$ cat src/hdl/pnmi_pkg.sv
// Shared types, constants and helper functions of the palette nearest-match block.
// No dependencies; imported by every module of the block.
package pnmi_pkg;

  // Sizes fixed by the item fields.
  localparam int PALETTE_DEPTH_DEF = 256;
  localparam int COLOR_W           = 8;
  localparam int REQ_W             = 2;
  localparam int DIST_W            = 10;
  localparam int THR_W             = 10;
  localparam int INDEX_W           = 8;
  localparam int IN_DATA_W         = 24;
  localparam int OUT_DATA_W        = 48;
  localparam int CFG_ADDR_W        = 3;
  localparam int CFG_DATA_W        = 32;
  localparam int QUEUE_DEPTH       = 2;

  // Distance reported when a match finds no entry at all.
  localparam logic [DIST_W-1:0] EMPTY_DISTANCE  = 10'd768;
  localparam logic [THR_W-1:0]  THRESHOLD_RESET = 10'd3;

  // Register index of the threshold (byte address divided by four).
  localparam logic [CFG_ADDR_W-3:0] REG_IDX_THRESHOLD = 1'b0;

  // Request codes as they arrive on the input channel.
  typedef enum logic [REQ_W-1:0] {
    REQ_CLEAR  = 2'd0,
    REQ_APPEND = 2'd1,
    REQ_MATCH  = 2'd2,
    REQ_NONE   = 2'd3
  } req_code_t;

  // Commands handed from the front end to the execution unit.
  typedef enum logic [1:0] {
    CMD_CLEAR,
    CMD_APPEND,
    CMD_MATCH,
    CMD_NOP
  } cmd_kind_t;

  // Execution unit states.
  typedef enum logic [1:0] {
    BK_IDLE,
    BK_SCAN,
    BK_DECIDE
  } back_state_t;

  typedef struct packed {
    logic [COLOR_W-1:0] red;
    logic [COLOR_W-1:0] green;
    logic [COLOR_W-1:0] blue;
  } rgb_t;

  typedef struct packed {
    cmd_kind_t kind;
    rgb_t      color;
  } cmd_t;

  // Queue status seen by both the front end and the execution unit.
  typedef struct packed {
    logic full;
    logic empty;
  } q_status_t;

  typedef struct packed {
    rgb_t               color;
    logic [INDEX_W-1:0] entry_index;
    logic               added;
    logic               palette_full;
    logic [DIST_W-1:0]  nearest_distance;
  } result_t;

  // Absolute difference of two color components.
  function automatic logic [COLOR_W-1:0] abs_diff(input logic [COLOR_W-1:0] a,
                                                  input logic [COLOR_W-1:0] b);
    return (a > b) ? (a - b) : (b - a);
  endfunction

  // Manhattan distance between two colors; at most 765.
  function automatic logic [DIST_W-1:0] color_distance(input rgb_t a, input rgb_t b);
    return DIST_W'(abs_diff(a.red, b.red)) + DIST_W'(abs_diff(a.green, b.green))
         + DIST_W'(abs_diff(a.blue, b.blue));
  endfunction

endpackage

$ cat src/hdl/pnmi_queue.sv
// Short command queue between the front end and the execution unit.
// Depends on pnmi_pkg for the command type and depth.
module pnmi_queue (
  input  logic                 clk,
  input  logic                 rst_n,
  input  logic                 push,
  input  pnmi_pkg::cmd_t       push_cmd,
  input  logic                 pop,
  output pnmi_pkg::cmd_t       head_cmd,
  output pnmi_pkg::q_status_t  status
);
  import pnmi_pkg::*;

  localparam int QW = (QUEUE_DEPTH > 1) ? $clog2(QUEUE_DEPTH) : 1;
  localparam int FW = $clog2(QUEUE_DEPTH + 1);
  localparam logic [QW-1:0] LAST_SLOT = QW'(QUEUE_DEPTH - 1);
  localparam logic [FW-1:0] FILL_MAX  = FW'(QUEUE_DEPTH);

  cmd_t          slots [QUEUE_DEPTH];
  logic [QW-1:0] wr_ptr_r, wr_ptr_nxt;
  logic [QW-1:0] rd_ptr_r, rd_ptr_nxt;
  logic [FW-1:0] fill_r, fill_nxt;
  logic          do_push, do_pop;

  assign status.full  = (fill_r == FILL_MAX);
  assign status.empty = (fill_r == '0);
  assign do_push      = push && !status.full;
  assign do_pop       = pop && !status.empty;
  assign head_cmd     = slots[rd_ptr_r];

  // Pointer and fill count updates.
  always_comb begin
    wr_ptr_nxt = wr_ptr_r;
    rd_ptr_nxt = rd_ptr_r;
    fill_nxt   = fill_r;
    if (do_push) begin
      wr_ptr_nxt = (wr_ptr_r == LAST_SLOT) ? '0 : wr_ptr_r + QW'(1);
    end
    if (do_pop) begin
      rd_ptr_nxt = (rd_ptr_r == LAST_SLOT) ? '0 : rd_ptr_r + QW'(1);
    end
    if (do_push && !do_pop) begin
      fill_nxt = fill_r + FW'(1);
    end else if (do_pop && !do_push) begin
      fill_nxt = fill_r - FW'(1);
    end
  end

  always_ff @(posedge clk) begin
    if (!rst_n) begin
      wr_ptr_r <= '0;
      rd_ptr_r <= '0;
      fill_r   <= '0;
    end else begin
      wr_ptr_r <= wr_ptr_nxt;
      rd_ptr_r <= rd_ptr_nxt;
      fill_r   <= fill_nxt;
    end
  end

  // Slot storage needs no reset.
  always_ff @(posedge clk) begin
    if (do_push) begin
      slots[wr_ptr_r] <= push_cmd;
    end
  end

endmodule

$ cat config.mk
export PLATFORM = sky130hd
export DESIGN_NAME = pnmi_queue
export DESIGN_NICKNAME = d
export VERILOG_FILES = /design/src/hdl/pnmi_pkg.sv /design/src/hdl/pnmi_queue.sv
export SDC_FILE = /design/constraint.sdc
export NUM_CORES = 1
export LEC_CHECK = 0
export ABC_AREA = 1
export ABC_CLOCK_PERIOD_IN_PS = 2200
export BUFFER_PORTS_ARGS = -buffer_cell sky130_fd_sc_hd__buf_2
export CORE_UTILIZATION = 47
export DETAILED_ROUTE_END_ITERATION = 10
export GPL_TIMING_DRIVEN = 0
export PLACE_DENSITY_LB_ADDON = 0.12
export SYNTH_ARGS = -nofsm -noshare
export SYNTH_HDL_FRONTEND = slang
export SYNTH_SLANG_ARGS = --single-unit
$ cat constraint.sdc
create_clock -name clk -period 2.2 [get_ports clk]
set_clock_uncertainty 0.2 [all_clocks]
set_input_delay 0.44 -clock clk [delete_from_list [all_inputs] [get_ports clk]]
set_output_delay 0.44 -clock clk [all_outputs]
set_load 0.01 [all_outputs]
==> metrics.md, run 1 <==
| Metric | Value |
|---|---|
| Worst Hold Depth | `1` |
| Max VDD drop | `847 µV` |
| Fmax | `between 400 and 500 MHz` |
| Leak | `1.14 nW` |
| Total GRT Usage | `between 10% and 20%` |
| Crit path kind | `reg2out` |
| Final core utilization | `a little over three fifths` |
| Worst-Skew Late Latency | `about 0.32 ns` |
| Placed Instances | `230` |
| Routed via count | `approximately 1200` |
| Finished Cell Area | `2790 µm²` |
| Die Width | `about 71 µm` |
| Cell area after synthesis | `~2200 µm²` |
| Synthesis-stage register bit count | `57` |
| Vias in the first global route | `approximately 1200` |
| Placer congestion estimate | `0.681` |
| Final setup fails | `0` |
| Gate Count Post-Synth | `between 100 and 150` |
| Largest net degree at the start of global routing | `15` |
| Post-CTS Resized | `0` |
| Final WS setup | `approximately 0.18 ns` |
| Post-CTS Setup Bufs | `0` |
| Crit path time final | `between 2 and 2.5 ns` |
| RR Startpoint | `fill_r[0]` |
| Die height | `approximately 71 µm` |
| Synth unique cells | `15` |
| Hold_buf cts | `0` |
| Data required time at the worst endpoint | `approximately 1.6 ns` |
| CP max stage delay | `0.32 ns` |
| Syn nets | `150` |
| CTS buffer count | `9` |
| CP max-delay cell | `dfxtp_1` |
| Reg clk slew, reported paths | `approximately 0.06 ns` |
| Area grow syn2layout | `25.3%` |
| CP cell instances | `buf_6, buf_12, mux2_4, buf_2` |
| Maxcap violations | `0` |
| Hold_sp | `push_cmd[5]` |
| # IOs | `just under 60` |
| Min-Delay Endpoint | `slots[0][5]` |
| Root Driver | `clkbuf_8` |
| TritonRoute pass-1 iters | `7` |
| Initial antenna violation count | `0` |
| TritonCTS Sinks | `57` |
| Status | `finished with violations` |
| Part of the cycle the worst path needs | `91.8%` |
| Port-buffer cells | `57` |
| Placement Rows | `24` |
| CTS tree | `done` |
| Clk buf depth | `2` |
| CP bufs+invs | `3` |
| Failing checks | `DRC` |
| YS warnings | `0` |
| Worst setup SP type | `flip-flop` |
| Slew @ Worst Pin | `about 0.73 ns` |
| Slew margin rel. | `about 50%` |
| ANT cells | `0` |
| Placed cell area | `about 2600 µm²` |
| Vias per cell | `approximately 4.8` |
| Core area | `around 4400 µm²` |
| ANT nets after route | `0` |
| Final Slew Violations | `0` |
| Crit end category | `output port` |
| Register area share after synthesis | `around 75%` |
| # nets final | `220` |
| Grt ovf | `0` |
| Reg2Reg Setup Slack | `between 0.3 and 0.4 ns` |
| Reg-to-Reg End | `slots[1][16]` |
| RSZ-0062 raised after global routing | `no` |
| Hold Path Class | `in2reg` |
| Ratio of cells with drive above 1 in the final layout | `a little over half` |
| Final wirelength | `between 3000 and 4000 µm` |
| Final non-filler cell total | `246` |
| Power density over cell area | `1140 nW/µm²` |
| Hpwl dp | `between 2000 and 2500 µm` |
| DP Worst Slack | `0.188 ns` |
| CP top delay family | `buffers and inverters` |
| Initial Util | `between 50% and 60%` |
| Worst r2r path cells | `3` |
| Syn_area_per_cell | `around 19 µm²` |
| First-pass GRT wire length | `between 5000 and 6000 µm` |
| Max FO, Critical Path | `10` |
| H-Tree Depth | `3` |
| Critical path data arrival time | `around 1.4 ns` |
| DR WL/cell | `between 10 and 15 µm` |
| Final Hold Fails | `0` |
| First DRT Iteration DRCs | `70` |
| Die area | `around 5000 µm²` |
| Total DRC errors in the routed layout | `10` |
==> state kept, by name (all words and copies together) (netlist names), named ones only <==
name / cells
slots: 52
fill_r: 2
wr_ptr_r: 1
rd_ptr_r: 1
==> worst max path at each step <==
| stage | startpoint | to | slack (ns) | cells after the start |
|---|---|---|---|---|
| after floorplan | push | slots[1][0] | -0.02 | 2 |
| after CTS | flip-flop | head_cmd[0] | 0.15 | 4 |
| after global placement | push | slots[1][13] | -0.68 | 3 |
| final | flip-flop | head_cmd[24] | 0.18 | 4 |
| after global routing | flip-flop | head_cmd[24] | 0.11 | 4 |
| after detailed placement | push | slots[1][13] | 0.19 | 4 |
==> synthesized netlist by cell type <==
master	instances	area [µm²]
mux2_2	6	67.6
ha_1	1	12.5
o21ai_2	1	8.76
buf_12	2	40.0
nand2_1	6	22.5
mux2_4	20	300
edfxtp_1	52	1560
nand3_1	1	5.00
a21oi_1	1	5.00
dfxtp_1	5	100
o21ai_0	2	10.0
nand4_1	1	6.26
inv_1	9	33.8
buf_6	1	11.3
nor2_1	11	41.3
==> cells in the final DEF (no fill, tap or decap) <==
cell       instances
mux2_2             6
clkbuf_8           9
edfxtp_1          52
o21ai_2            1
buf_6              1
mux2_4            20
clkinv_2           1
nand2_1            6
bufinv_16          1
dfxtp_1            5
nor2_2             2
inv_1              9
a21oi_1            1
nor2_1             9
nand3_1            1
buf_12             2
buf_8              2
o21ai_0            2
buf_2             57
clkbuf_1           2
nand4_1            1
ha_1               1
clkinv_1           3
==> cell type report <==
class	count	area, µm²
plain buffers	3	51.3
clock buffers	11	131
clock inverters	5	46.3
fillers	357	1660
inverters	9	33.8
multi-input cells	50	484
flip-flops and latches	57	1660
well taps	52	65.1
repair buffers	59	315
==> kinds of logic (layout without fill, tap and decap cells) <==
| group | Yosys count | in the layout | share of synthesized area, % |
|---|---|---|---|
| DFF | 57 | 57 | 74.6 |
| muxes | 26 | 26 | 16.5 |
| and+or+nand+nor | 19 | 19 | 3.37 |
| buffers and inverters | 12 | 87 | 3.82 |
| AOI/OAI and AO/OA | 4 | 4 | 1.07 |
| adders and majority gates | 1 | 1 | 0.562 |
==> per-layer routing <==
layer  routed length [µm]  vias up  GRT usage (%)
met1                 1300      545           16.0
met3                  201        7           5.98
met4                   74        0           12.4
met5                    0        -              0
li1                     -      576              -
met2                 1800       43           24.9
==> power breakdown <==
part	switching, mW	internal, mW
clock network	0.364	0.510
logic	0.426	0.438
registers	0.0550	1.37
total	0.846	2.32
==> metrics by stage <==
stage / total power, mW / hold slack, ns / TNS, ns
global placement: 2.27 / 0.283 / -35.04
global route: 3.33 / 0.0740 / 0
CTS: 3.22 / 0.0821 / 0
floorplan: 2.04 / 0.267 / -1.15
finish: 3.17 / 0.103 / 0
detailed placement: 2.33 / 0.295 / 0
Power figures use the tool's default switching activity.
==> run 2: changes to the inputs <==
--- a/config.mk
+++ b/config.mk
@@ -8,7 +8,8 @@
 export ABC_AREA = 1
 export ABC_CLOCK_PERIOD_IN_PS = 2200
 export BUFFER_PORTS_ARGS = -buffer_cell sky130_fd_sc_hd__buf_2
-export CORE_UTILIZATION = 47
+export CORE_UTILIZATION = 49
+export CTS_BUF_LIST = sky130_fd_sc_hd__clkbuf_8
 export DETAILED_ROUTE_END_ITERATION = 10
 export GPL_TIMING_DRIVEN = 0
 export PLACE_DENSITY_LB_ADDON = 0.12
==> run 2 against run 1 <==
Net effect:
- combinational power barely moved
- the run now ends clean
- sequential share of layout area grew 0.48 points
- design area is 0.81% lower
- setup slack got worse by 0.0093 ns
- critical endpoint is now head_cmd[2]
- utilization grew 0.78 points
- largest power group unchanged
==> metrics.md, run 2 (synthesized netlist as in run 1, its figures left out) <==
| Metric | Value |
|---|---|
| Status | `finished clean` |
| Die Width | `between 60 and 70 µm` |
| Area grow syn2layout | `24.3%` |
| Die height | `around 69 µm` |
| Top reg by flops | `slots` |
| RSZ-0062 raised after global routing | `no` |
| Post-CTS Resized | `0` |
| Placer congestion estimate | `0.723` |
| Final wirelength | `between 3000 and 4000 µm` |
| Data required time at the worst endpoint | `1.56 ns` |
| Routed via count | `about 1200` |
| Worst r2r path cells | `3` |
| TritonRoute pass-1 iters | `4` |
| ANT cells | `0` |
| Final Hold Fails | `0` |
| First-pass GRT wire length | `around 5800 µm` |
| WHS | `between 0.09 and 0.1 ns` |
| RR Startpoint | `fill_r[0]` |
| Hold Path Class | `in2reg` |
| Max VDD drop | `576 µV` |
| Hold_sp | `push_cmd[7]` |
| Reg clk slew, reported paths | `approximately 0.06 ns` |
| CTS tree | `done` |
| Crit path time final | `about 2 ns` |
| H-Tree Depth | `3` |
| Commonest non-fill, non-tap cell in the layout | `buf_2` |
| Power density over cell area | `about 1100 nW/µm²` |
| Placed cell area | `about 2600 µm²` |
| Initial Util | `about half` |
| Largest net degree at the start of global routing | `15` |
| Placement Rows | `24` |
| Max reg flops | `52` |
| Part of the cycle the worst path needs | `92.3%` |
| Post-CTS Setup Bufs | `0` |
| Final Slew Violations | `0` |
| Vias in the first global route | `~1200` |
| Worst setup SP type | `flip-flop` |
| DR WL/cell | `14.5 µm` |
| Final setup fails | `0` |
| Tot Pwr | `3.06 mW` |
| Port-buffer cells | `57` |
| Max FO, Critical Path | `10` |
| # nets final | `220` |
| Top Metal Used | `met4` |
| Vias per cell | `slightly below 5` |
| Crit end category | `output port` |
| Clk buf depth | `2` |
| Leak | `roughly 1.1 nW` |
| Slew margin rel. | `around 50%` |
| # IOs | `58` |
| Die area | `slightly below 5000 µm²` |
| Finished Cell Area | `around 2800 µm²` |
| Met3 WL | `roughly 210 µm` |
| CTS buffer count | `9` |
| Total DRC errors in the routed layout | `0` |
| ANT nets after route | `0` |
| Core area | `4350 µm²` |
| Worst-Skew Late Latency | `0.32 ns` |
| Slew @ Worst Pin | `0.748 ns` |
| Reg2Reg Setup Slack | `0.32 ns` |
| First DRT Iteration DRCs | `38` |
| M1 wire length | `~1500 µm` |
| Worst Hold Depth | `1` |
| Hold_buf cts | `0` |
| Biggest regs | `slots: 52 flops, fill_r: 2 flops` |
| Maxcap violations | `0` |
| Total GRT Usage | `16.6%` |
| Met2 routed WL | `approximately 1900 µm` |
| Min-Delay Endpoint | `slots[1][7]` |
| Fmax | `between 400 and 500 MHz` |
| Final core utilization | `a little under two thirds` |
| Crit path kind | `reg2out` |
| Root Driver | `clkbuf_8` |
| Ratio of cells with drive above 1 in the final layout | `a little over half` |
| Hpwl dp | `2450 µm` |
| Reg-to-Reg End | `slots[1][11]` |
| Initial antenna violation count | `0` |
| Commonest non-fill, non-tap cells in the layout | `57 x buf_2, 52 x edfxtp_1, 20 x mux2_4` |
| Critical path data arrival time | `1.39 ns` |
| Grt ovf | `0` |
| TritonCTS Sinks | `57` |
[run 2: cell type report]
class                   instances  area, µm²
repair buffers                 59        315
multi-input cells              50        484
fillers                       325       1590
flip-flops and latches         57       1660
clock buffers                   9        124
clock inverters                 7       31.3
plain buffers                   3       51.3
well taps                      52       65.1
inverters                       9       33.8
[run 2: metal layers]
layer	global-route usage, %	vias up
li1	-	581
met1	18.0	585
met2	27.3	39
met3	6.98	6
met4	9.52	0
met5	0	-
[run 2: worst max-delay path, cell delays in order, from the launching register on]
cell	delay (ns)
dfxtp_1	0.32
buf_6	0.15
buf_12	0.16
mux2_4	0.30
buf_2	0.14
[run 2: worst max-delay path by stage]
stage / startpoint / slack (ns) / to
final: flip-flop / 0.17 / head_cmd[2]
after global routing: flip-flop / 0.10 / head_cmd[23]
after CTS: flip-flop / 0.14 / head_cmd[20]
after detailed placement: push / 0.21 / slots[1][17]
after global placement: push / -0.75 / slots[0][24]
after floorplan: push / -0.02 / slots[1][0]
[run 2: per-stage QoR]
step	instances	setup TNS (ns)	setup WS (ns)
floorplan	119	-1.15	-0.0221
global placement	228	-38.76	-0.747
detailed placement	230	0	0.210
CTS	246	0	0.136
global route	246	0	0.102
finish	246	0	0.170
[run 2: power breakdown]
group	internal [mW]	switching [mW]	total (mW)
clock network	0.387	0.382	0.769
registers	1.37	0.0550	1.43
logic	0.438	0.428	0.866
total	2.20	0.865	3.06
